## src/rtl/fnvlp_pkg.sv

```systemverilog
`timescale 1ns / 1ps
// ----------------------------------------------------------------------------
// fnvlp_pkg: shared types and constants
// Widths, FNV constants, operation and status codes for the key table.
// ----------------------------------------------------------------------------
package fnvlp_pkg;

  localparam int SLOTS     = 16;
  localparam int KEY_BYTES = 8;
  localparam int IDX_W     = (SLOTS > 1) ? $clog2(SLOTS) : 1;
  localparam int CNT_W     = $clog2(SLOTS + 1);
  localparam int BYTE_W    = $clog2(KEY_BYTES + 1);

  localparam logic [63:0] HASH_OFFSET = 64'hcbf29ce484222325;
  localparam logic [63:0] HASH_PRIME  = 64'h00000100000001b3;
  localparam logic [3:0]  LIMIT_RESET = 4'd7;

  localparam logic [1:0] FUNC_SET = 2'd0;
  localparam logic [1:0] FUNC_GET = 2'd1;
  localparam logic [1:0] FUNC_DEL = 2'd2;

  localparam logic [1:0] TAG_EMPTY = 2'd0;
  localparam logic [1:0] TAG_LIVE  = 2'd1;
  localparam logic [1:0] TAG_TOMB  = 2'd2;

  localparam logic [2:0] ST_UPDATED  = 3'd0;
  localparam logic [2:0] ST_INSERTED = 3'd1;
  localparam logic [2:0] ST_FOUND    = 3'd2;
  localparam logic [2:0] ST_MISSING  = 3'd3;
  localparam logic [2:0] ST_FULL     = 3'd4;

endpackage

```

## src/rtl/fnvlp_ram.sv

```systemverilog
`timescale 1ns / 1ps
// ----------------------------------------------------------------------------
// fnvlp_ram: generic simple dual-port RAM
// One write port and one read port, registered read data.
// ----------------------------------------------------------------------------
module fnvlp_ram #(
  parameter int WIDTH = 64,
  parameter int DEPTH = 16
) (
  input  logic                     clk,
  input  logic                     we,
  input  logic [$clog2(DEPTH)-1:0] waddr,
  input  logic [WIDTH-1:0]         wdata,
  input  logic [$clog2(DEPTH)-1:0] raddr,
  output logic [WIDTH-1:0]         rdata
);

  logic [WIDTH-1:0] mem [DEPTH];

  // write and registered read
  always_ff @(posedge clk) begin
    if (we) begin
      mem[waddr] <= wdata;
    end
    rdata <= mem[raddr];
  end

endmodule

```

## src/rtl/fnvlp_hash.sv

```systemverilog
`timescale 1ns / 1ps
// ----------------------------------------------------------------------------
// fnvlp_hash: iterative FNV-1a hash
// Each byte is folded in by a multiply phase and then an add phase; the prime is split into a 2^40 shift and 0x1b3.
// ----------------------------------------------------------------------------
module fnvlp_hash (
  input  logic        clk,
  input  logic        rst,
  input  logic        start,
  input  logic [63:0] key,
  output logic        done,
  output logic [63:0] hash
);
  import fnvlp_pkg::*;

  logic [63:0]       h;
  logic [63:0]       x;
  logic [63:0]       kreg;
  logic [BYTE_W-1:0] pos;
  logic              busy;
  logic              phase;
  logic [63:0]       lo_prod;
  logic [7:0]        cur_byte;

  assign cur_byte = kreg[7:0];
  assign hash     = h;

  // x * prime = x * 0x1b3 + (x << 40), with prime = 2^40 + 0x1b3
  always_ff @(posedge clk) begin
    if (rst) begin
      busy <= 1'b0;
      done <= 1'b0;
    end else begin
      done <= 1'b0;
      if (start) begin
        busy  <= 1'b1;
        phase <= 1'b0;
        h     <= HASH_OFFSET;
        kreg  <= key;
        pos   <= '0;
      end else if (busy) begin
        if (!phase) begin
          if (cur_byte == 8'd0 || pos == BYTE_W'(KEY_BYTES)) begin
            busy <= 1'b0;
            done <= 1'b1;
          end else begin
            x       <= h ^ {56'd0, cur_byte};
            lo_prod <= (h ^ {56'd0, cur_byte}) * 64'h1b3;
            phase   <= 1'b1;
          end
        end else begin
          // add the 2^40 term
          h     <= lo_prod + {x[23:0], 40'd0};
          kreg  <= {8'd0, kreg[63:8]};
          pos   <= pos + 1'b1;
          phase <= 1'b0;
        end
      end
    end
  end

endmodule

```

## src/rtl/fnv_linear_probe_key_table.sv

```systemverilog
`timescale 1ns / 1ps
// ----------------------------------------------------------------------------
// fnv_linear_probe_key_table: hashed key-value table, linear probing
// Channel  | handshake          | payload
// in       | in_valid/in_ready  | func, key, value
// out      | out_valid/out_ready| status, read_value, live_count
// cfg      | cfg_we             | cfg_data (load_limit_tenths)
// One item at a time: the hash folds in one key byte after another (up to 8),
// then the probe reads and checks one slot after another (up to SLOTS), then
// the action and output states follow before the next transfer.
// Reset clears all tags and the count at once; no clearing pass.
// in_ready drops while an item is at work or its result waits on out_ready.
// ----------------------------------------------------------------------------
module fnv_linear_probe_key_table (
  input  logic        clk,
  input  logic        rst,
  input  logic        cfg_we,
  input  logic [3:0]  cfg_data,
  input  logic        in_valid,
  output logic        in_ready,
  input  logic [1:0]  func,
  input  logic [63:0] key,
  input  logic [63:0] value,
  output logic        out_valid,
  input  logic        out_ready,
  output logic [2:0]  status,
  output logic [63:0] read_value,
  output logic [4:0]  live_count
);
  import fnvlp_pkg::*;

  typedef enum logic [5:0] {
    S_IDLE  = 6'b000001,
    S_HASH  = 6'b000010,
    S_READ  = 6'b000100,
    S_CHECK = 6'b001000,
    S_ACT   = 6'b010000,
    S_OUT   = 6'b100000
  } state_t;

  state_t            state;
  logic [3:0]        limit;
  logic [1:0]        tag [SLOTS];
  logic [CNT_W-1:0]  count;
  logic [1:0]        op;
  logic [63:0]       k;
  logic [63:0]       v;
  logic [IDX_W-1:0]  idx;
  logic [CNT_W-1:0]  n;
  logic              hit, have_empty, have_tomb;
  logic [IDX_W-1:0]  hit_at, empty_at, tomb_at;
  logic              hstart, hdone;
  logic [63:0]       hval;
  logic              kwe, vwe;
  logic [IDX_W-1:0]  waddr;
  logic [63:0]       krd, vrd;
  logic [63:0]       trimmed;
  logic              zseen;
  logic              over;

  // trim key after the first zero byte
  always_comb begin
    trimmed = '0;
    zseen   = 1'b0;
    for (int i = 0; i < 8; i++) begin
      if (key[8*i +: 8] == 8'd0 || i >= KEY_BYTES) zseen = 1'b1;
      if (!zseen) trimmed[8*i +: 8] = key[8*i +: 8];
    end
  end

  fnvlp_hash u_hash (
    .clk(clk), .rst(rst), .start(hstart), .key(k), .done(hdone), .hash(hval)
  );

  fnvlp_ram #(.WIDTH(64), .DEPTH(SLOTS)) u_keys (
    .clk(clk), .we(kwe), .waddr(waddr), .wdata(k), .raddr(idx), .rdata(krd)
  );
  fnvlp_ram #(.WIDTH(64), .DEPTH(SLOTS)) u_vals (
    .clk(clk), .we(vwe), .waddr(waddr), .wdata(v), .raddr(idx), .rdata(vrd)
  );

  assign in_ready = (state == S_IDLE);
  assign out_valid = (state == S_OUT);
  assign live_count = 5'(count);
  assign over = (((CNT_W + 4)'(count) * (CNT_W + 4)'(10)) >> IDX_W) >=
                (CNT_W + 4)'(limit);

  // control sequencer
  always_ff @(posedge clk) begin
    if (rst) begin
      state  <= S_IDLE;
      limit  <= LIMIT_RESET;
      count  <= '0;
      hstart <= 1'b0;
      kwe    <= 1'b0;
      vwe    <= 1'b0;
      for (int i = 0; i < SLOTS; i++) tag[i] <= TAG_EMPTY;
    end else begin
      hstart <= 1'b0;
      kwe    <= 1'b0;
      vwe    <= 1'b0;
      if (cfg_we) limit <= cfg_data;
      case (state)
        S_IDLE: begin
          if (in_valid) begin
            op <= func; k <= trimmed; v <= value;
            hit <= 1'b0; have_empty <= 1'b0; have_tomb <= 1'b0;
            n <= '0;
            status <= ST_MISSING;
            read_value <= '1;
            if (func inside {FUNC_SET, FUNC_GET, FUNC_DEL}) begin
              hstart <= 1'b1;
              state  <= S_HASH;
            end else begin
              state <= S_OUT;
            end
          end
        end
        S_HASH: begin
          if (hdone) begin
            idx   <= hval[IDX_W-1:0];
            state <= S_READ;
          end
        end
        S_READ: state <= S_CHECK;
        S_CHECK: begin
          if (tag[idx] == TAG_EMPTY) begin
            have_empty <= 1'b1; empty_at <= idx; state <= S_ACT;
          end else if (tag[idx] == TAG_LIVE && krd == k) begin
            hit <= 1'b1; hit_at <= idx; state <= S_ACT;
          end else begin
            if (tag[idx] == TAG_TOMB && !have_tomb) begin
              have_tomb <= 1'b1; tomb_at <= idx;
            end
            idx <= idx + 1'b1;
            n   <= n + 1'b1;
            state <= (n == CNT_W'(SLOTS - 1)) ? S_ACT : S_READ;
          end
        end
        S_ACT: begin
          state <= S_OUT;
          case (op)
            FUNC_SET: begin
              if (hit) begin
                waddr <= hit_at; vwe <= 1'b1; status <= ST_UPDATED;
              end else if (over || !(have_tomb || have_empty)) begin
                status <= ST_FULL;
              end else begin
                waddr <= have_tomb ? tomb_at : empty_at;
                kwe <= 1'b1; vwe <= 1'b1;
                tag[have_tomb ? tomb_at : empty_at] <= TAG_LIVE;
                count <= count + 1'b1;
                status <= ST_INSERTED;
              end
            end
            FUNC_GET: begin
              if (hit) begin
                read_value <= vrd; status <= ST_FOUND;
              end
            end
            default: begin
              if (hit) begin
                tag[hit_at] <= TAG_TOMB;
                if (count != '0) count <= count - 1'b1;
                status <= ST_FOUND;
              end
            end
          endcase
        end
        S_OUT: if (out_ready) state <= S_IDLE;
        default: state <= S_IDLE;
      endcase
    end
  end

endmodule

```

## config.mk

```make
export PLATFORM = sky130hd
export DESIGN_NAME = fnv_linear_probe_key_table
export DESIGN_NICKNAME = d
export VERILOG_FILES = /design/src/rtl/fnvlp_pkg.sv /design/src/rtl/fnvlp_ram.sv /design/src/rtl/fnvlp_hash.sv /design/src/rtl/fnv_linear_probe_key_table.sv
export SDC_FILE = /design/constraint.sdc
export NUM_CORES = 2
export LEC_CHECK = 0
export BUFFER_PORTS_ARGS = -buffer_cell sky130_fd_sc_hd__buf_2
export CORE_MARGIN = 1
export CORE_UTILIZATION = 58
export DETAILED_ROUTE_END_ITERATION = 8
export GPL_TIMING_DRIVEN = 0
export PLACE_DENSITY = 0.76
export SLEW_MARGIN = 20
export SYNTH_ARGS = -nofsm -noshare
export SYNTH_HDL_FRONTEND = slang
export SYNTH_SLANG_ARGS = --single-unit
```

## constraint.sdc

```tcl
create_clock -name clk -period 9.5 [get_ports clk]
set_input_delay 1.9 -clock clk [delete_from_list [all_inputs] [get_ports clk]]
set_output_delay 1.9 -clock clk [all_outputs]
set_load 0.02 [all_outputs]
```

; ---- Word level (Yosys, flattened, before mapping)
; Memory sizes are Yosys's and may differ from the RTL's. A register that Yosys moved wholly into a read port is not among the register bits.
; Cells that the tools add are included.
[word_totals]
reg_bits = 466
mem_bits_rw = 2080
in_bits = 139
output_inout_bits = 74
elab_cells = 231
mem_count = 3
[mem_list]
columns = name, words, word_bits, rd, rd_clocked_by_memory_dff, write_ports, line
row1 = u_keys.mem, 16, 64, 1, 1, 1, fnvlp_ram.sv:18  ; logic [WIDTH-1:0] mem [DEPTH];
row2 = u_vals.mem, 16, 64, 1, 1, 1, fnvlp_ram.sv:18
row3 = tag, 16, 2, 1, 1, 16, fnv_linear_probe_key_table.sv:43  ; logic [1:0] tag [SLOTS];
[op_classes]
add_sub_neg = 6
n_mul = 2
magnitude_cmp = 1
eq_ne = 28
n_mux = 92
n_bitwise = 13
n_reduce_logical = 51
[ops]
columns = cell, n
row1 = 64-bit 2-to-1 mux, 8
row2 = 64-bit one-hot mux with 2 select lines, 1
row3 = 8-bit zero test, 9
row4 = 64-bit adder, 1
row5 = 64-bit == test, 1
row6 = 64-bit by 9-bit multiplier with 64-bit output (second input constant), 1
row7 = 64-bit by 8-bit XOR with 64-bit output, 1
row8 = 5-bit 2-to-1 mux, 10
row9 = 4-bit 2-to-1 mux, 11
row10 = 1-bit 2-to-1 mux, 43
row11 = 6-bit one-hot mux with 6 select lines, 1
row12 = 5-bit AND reduction, 6
row13 = 6-bit 2-to-1 mux, 4
row14 = 2-bit != test (second input constant), 11
row15 = 5-bit one-hot mux with 2 select lines, 2
row16 = 4-bit AND reduction, 4
row17 = 3-bit 2-to-1 mux, 5
row18 = 2-bit nonzero test, 7
row19 = 1-bit NOT, 12
row20 = 3-bit AND reduction, 4
row21 = 6-bit AND reduction, 2
row22 = 5-bit by 1-bit adder with 5-bit output (second input constant), 2
row23 = 4-bit by 1-bit adder with 4-bit output (second input constant), 2
row24 = 5-bit by 3-bit multiplier with 8-bit output (second input constant), 1
row25 = other kinds (28), 44

; ---- Longest topological paths before layout
[logic_depth]
word_depth = 12
ltp_mapped = 13
mapped_depth_nobuf = 12

; ---- Cells and area by module
; From an unflattened synthesis, not the netlist that was laid out.
[hier_totals]
hier_cells = 5813
hier_area_um2 = 110347.1
[by_module_without_submodules]
columns = mod, n_inst, cells_per_inst, area_each_um2, seq_area_each_um2
row1 = fnvlp_ram, 2, 1647, 39581.7, 32030.7
row2 = fnvlp_hash, 1, 1695, 19314.8, 6646.4
row3 = fnv_linear_probe_key_table, 1, 824, 11868.9, 8157.8

; ---- Least setup slack after synthesis
; OpenSTA, ideal clock, no wires.
[synth_path]
path_type = in2reg
startpoint = input port rst
endpoint = register k[0] (enable)
setup_ns = 0.622
arrival_ns = 7.544
t_required_ns = 8.878
slack_ns = 1.334
cell_stages = 2
path_buffers = 1
path_cell_list = clkbuf_1 > nor2_1
[synth_via]
elab_chain_len = 2
[synth_lines]
columns = element, line
row1 = "start, declared", fnv_linear_probe_key_table.sv:16  ; input logic rst,
row2 = 1-bit NOT (no source line), -
row3 = 3-bit AND reduction (no source line), -
row4 = "end signal, assigned", fnv_linear_probe_key_table.sv:106  ; op <= func; k <= trimmed; v <= value;
row5 = "end, declared", fnv_linear_probe_key_table.sv:46  ; logic [63:0] k;
; No other way between the ends.
; A chain may end at the register's enable or synchronous reset.

; ---- Worst setup path after layout
[layout_path]
startpoint = register state[3]
endpoint = output port in_ready
[layout_via]
elab_chain_len = 1
[layout_lines]
columns = element, line
row1 = "start, declared", fnv_linear_probe_key_table.sv:41  ; state_t state;
row2 = "start signal, assigned", fnv_linear_probe_key_table.sv:137  ; state <= (n == CNT_W'(SLOTS - 1)) ? S_ACT : S_READ;
row3 = 6-bit by 1-bit == test with 1-bit output, fnv_linear_probe_key_table.sv:82  ; assign in_ready = (state == S_IDLE);
row4 = "end, declared", fnv_linear_probe_key_table.sv:20  ; output logic in_ready,
; No other way between the ends.

==> flow_summary.yaml <==
detailed_routing:
  drtIter0Drc: 7663
  wl_um: 240000
  postRouteAntennaNets: 0
  vias: 51100
  drc: 0
  wl_per_cell_um: 30.2
  viasPerCell: 6.44
  first_pass_iters: 6
clocking:
  cts_htree_levels: 4
  cts_sinks: 2534
  cts-resized-gates: 0
  insertion_delay_ns: 0.90
  holdBufCountCts: 0
  cts_tree: "yes"
  cts-buffers-inserted: 234
  post-cts-setup-buffer-count: 0
  cts.clk_slew.worst_paths_ns: 0.07
  clock_tree.buffer_depth: 3
  root_buffer: "clkbuf_16"
synthesis:
  async_flop_share: 0
  synth_edf_count: 2382
  ys_ff_latch: 2534
  yosysSeqAreaShare: 0.778
  synth_cells: 4989
  syn_avg_cell_area_um2: 19.2
  syn-num-nets: 5150
  synth_ff_type: "edfxtp_1"
  synth_cell_types: 68
  ys_warn_count: 0
  synth_area_um2: 95800
placed_design:
  port_buffers: 210
  place_congestion: 0.856
  hpwlAfterDp_um: 154000
  postPlaceCellArea_um2: 103000
cells_and_area:
  seqCellArea_um2: 74600
  multi_input_area_um2: 20400
  synthToLayoutAreaGrowth_pct: 15.4
  finish.instance_area_um2: 111000
  nets: 5712
  drive_above_1_share: 0.225
  antenna_cells: 0
  num-fill-cells: 9926
worst_setup_path:
  worstSetupPathType: "reg -> out"
  cp.required_ns: 7.60
  reg2reg_depth: 5
  r2r_end: "hit_at[2]"
  worstReg2RegStart: "k[57]"
  path_max_fanout: 8
  crit_path_end_kind: "output port"
  arrival_ns: 2.55
  r2r_slack_ns: 5.13
  start_kind: "flop"
floorplanning:
  num_rows: 148
  core_um2: 163000
  start_util: 0.587
  pin_count: 213
  dieArea_um2: 167000
  die_h_um: 408
  die_w_um: 408
flow_run:
  max-cap-violations: 0
global_routing:
  grt_overflow: 0
  grt_pass1_wl_um: 346000
  grt_start_max_net_pins: 29
  grt.total_usage: 0.287
  grt_pass1_vias: 50900
  antenna_found_initial: 6
timing:
  tightest_slew_ns: 1.13
  min_period_ns: 4.45
  tns_ns: 0
  drv_slew: 0
  hold_ws_ns: 0.470
  fmax_mhz: 224
  period_share: 0.469
  hold_viol_final: 0
  setup_violations: 0
  slew_headroom: 0.250
  rsz0062_at_grt: "no"
  worst_clock_skew_ns: 0.0737
hold_path:
  min-delay-start: "u_hash.busy"
  holdPathEnd: "u_hash.done"
  hold_depth: 2
  hp-class: "reg -> reg"
power_and_ir_drop:
  ir_worst_vdd_mv: 0.205
  fin_total_pwr_mw: 22.4
  power_density_nw_per_um2: 202
  power_leakage_nw: 36.3
run_status:
  status: "finished clean"
==> cells in the mapped netlist (all sizes together) (4+ instances only) <==
cell / count / share of area
nor2b: 7 / 0.00046
nand4: 17 / 0.0011
or2: 6 / 0.00039
nor2: 107 / 0.0045
a221oi: 129 / 0.012
a21oi: 142 / 0.0074
ha: 20 / 0.0026
and3: 13 / 0.00085
nand3b: 6 / 0.00047
nor3: 7 / 0.00042
nor4: 24 / 0.0016
nand3: 15 / 0.0011
mux4: 264 / 0.062
a21o: 5 / 0.00039
xor2: 8 / 0.00073
nand2: 167 / 0.0066
and2: 60 / 0.0039
clkbuf: 177 / 0.0069
xnor2: 76 / 0.0069
mux2i: 390 / 0.041
mux2: 194 / 0.023
inv: 15 / 0.00059
dfxtp: 152 / 0.032
nand2b: 70 / 0.0046
buf: 85 / 0.0043
nor3b: 4 / 0.00043
o21ai: 283 / 0.015
a31oi: 4 / 0.00026
a22oi: 131 / 0.010
edfxtp: 2382 / 0.75
==> registers in the layout, indices dropped and copies added, names as in the netlist, 6 cells and up, named ones only <==
register / count
k: 64
read_value: 64
state: 6
tag: 32
u_hash.kreg: 64
u_keys.mem: 1024
u_keys.rdata: 64
u_vals.mem: 1024
u_vals.rdata: 64
v: 64
==> worst max-delay path, cell delays in order (launching register included) <==
cell      delay (ns)
dfxtp_1         0.30
clkbuf_1        0.20
nor3_1          0.26
nand2b_1        0.15
nor3b_1         0.49
buf_2           0.28
==> per-layer routing <==
layer	part of all wire	GRT usage	wire length, um	vias to the layer above
met3	0.11	0.0548	25800	468
li1	-	-	-	21200
met4	0.038	0.104	9100	0
met1	0.38	0.402	90300	26100
met5	0	0	0	-
met2	0.48	0.454	114000	3302
==> where the power goes <==
| group | internal (mW) | total, mW | switching [mW] |
|---|---|---|---|
| logic | 0.103 | 0.267 | 0.164 |
| registers | 12.3 | 12.4 | 0.164 |
| clock network | 5.45 | 9.64 | 4.19 |
==> stage by stage <==
step            util  cells  setup slack [ns]
2_1_floorplan      -   4989              1.33
3_3_place_gp   0.610   7374             -4.36
3_5_place_dp   0.628   7489              4.58
4_1_cts        0.677   7937              4.97
5_1_grt        0.677   7938              4.83
6_report       0.677   7938              5.05
==> cells in the final DEF, fill, tap and decap left out, types with 9 or more instances in the layout <==
master        n
nor2_1       68
o21ai_1       9
a21oi_1     141
buf_2       267
bufinv_16    23
nand4_1      17
o21ai_0     272
mux2_2      190
dfxtp_1     152
inv_1        15
nand2b_1     70
xnor2_1      76
clkinv_16    13
mux2i_1     390
clkbuf_8     30
nand3_1      11
clkbuf_16   234
buf_16       41
nor2_4       37
clkbuf_1    213
a221oi_1    128
edfxtp_1   2382
mux4_2      264
buf_1        18
and3_1       13
clkbuf_2     23
a22oi_1     131
clkinv_2     55
and2_1       60
buf_12       74
nor4_1       22
clkinv_1     26
nand2_1     165
ha_1         20
==> final cells by class <==
cell class | instances | share of cell area
sequential | 2534 | 0.674
multi-input combinational | 2178 | 0.185
clock buffer | 317 | 0.0585
timing repair buffer | 326 | 0.0332
tap | 2175 | 0.0246
clock inverter | 131 | 0.0144
buffer | 262 | 0.0100
inverter | 15 | 0.000509
==> worst max-delay path by stage <==
| stage | startpoint | to | slack [ns] | cells after the start |
|---|---|---|---|---|
| final | state[3] | in_ready | 5.05 | 5 |
| after floorplan | rst | k[0] | 1.33 | 2 |
| after CTS | state[3] | in_ready | 4.97 | 5 |
| after global routing | state[3] | in_ready | 4.83 | 5 |
| after detailed placement | key[0] | k[58] | 4.58 | 10 |
| after global placement | in_valid | hstart | -4.36 | 4 |
==> cells by family after synthesis <==
group / after synthesis / share of synthesized area
flip-flops: 2534 / 0.778
buffers and inverters: 277 / 0.0118
AO/OA/AOI/OAI: 708 / 0.0463
multiplexers: 848 / 0.126
XOR/XNOR: 84 / 0.00768
adder cells (fa/ha/maj): 22 / 0.00303
AND/OR/NAND/NOR: 516 / 0.0275
(Power assumes the default switching activity.)
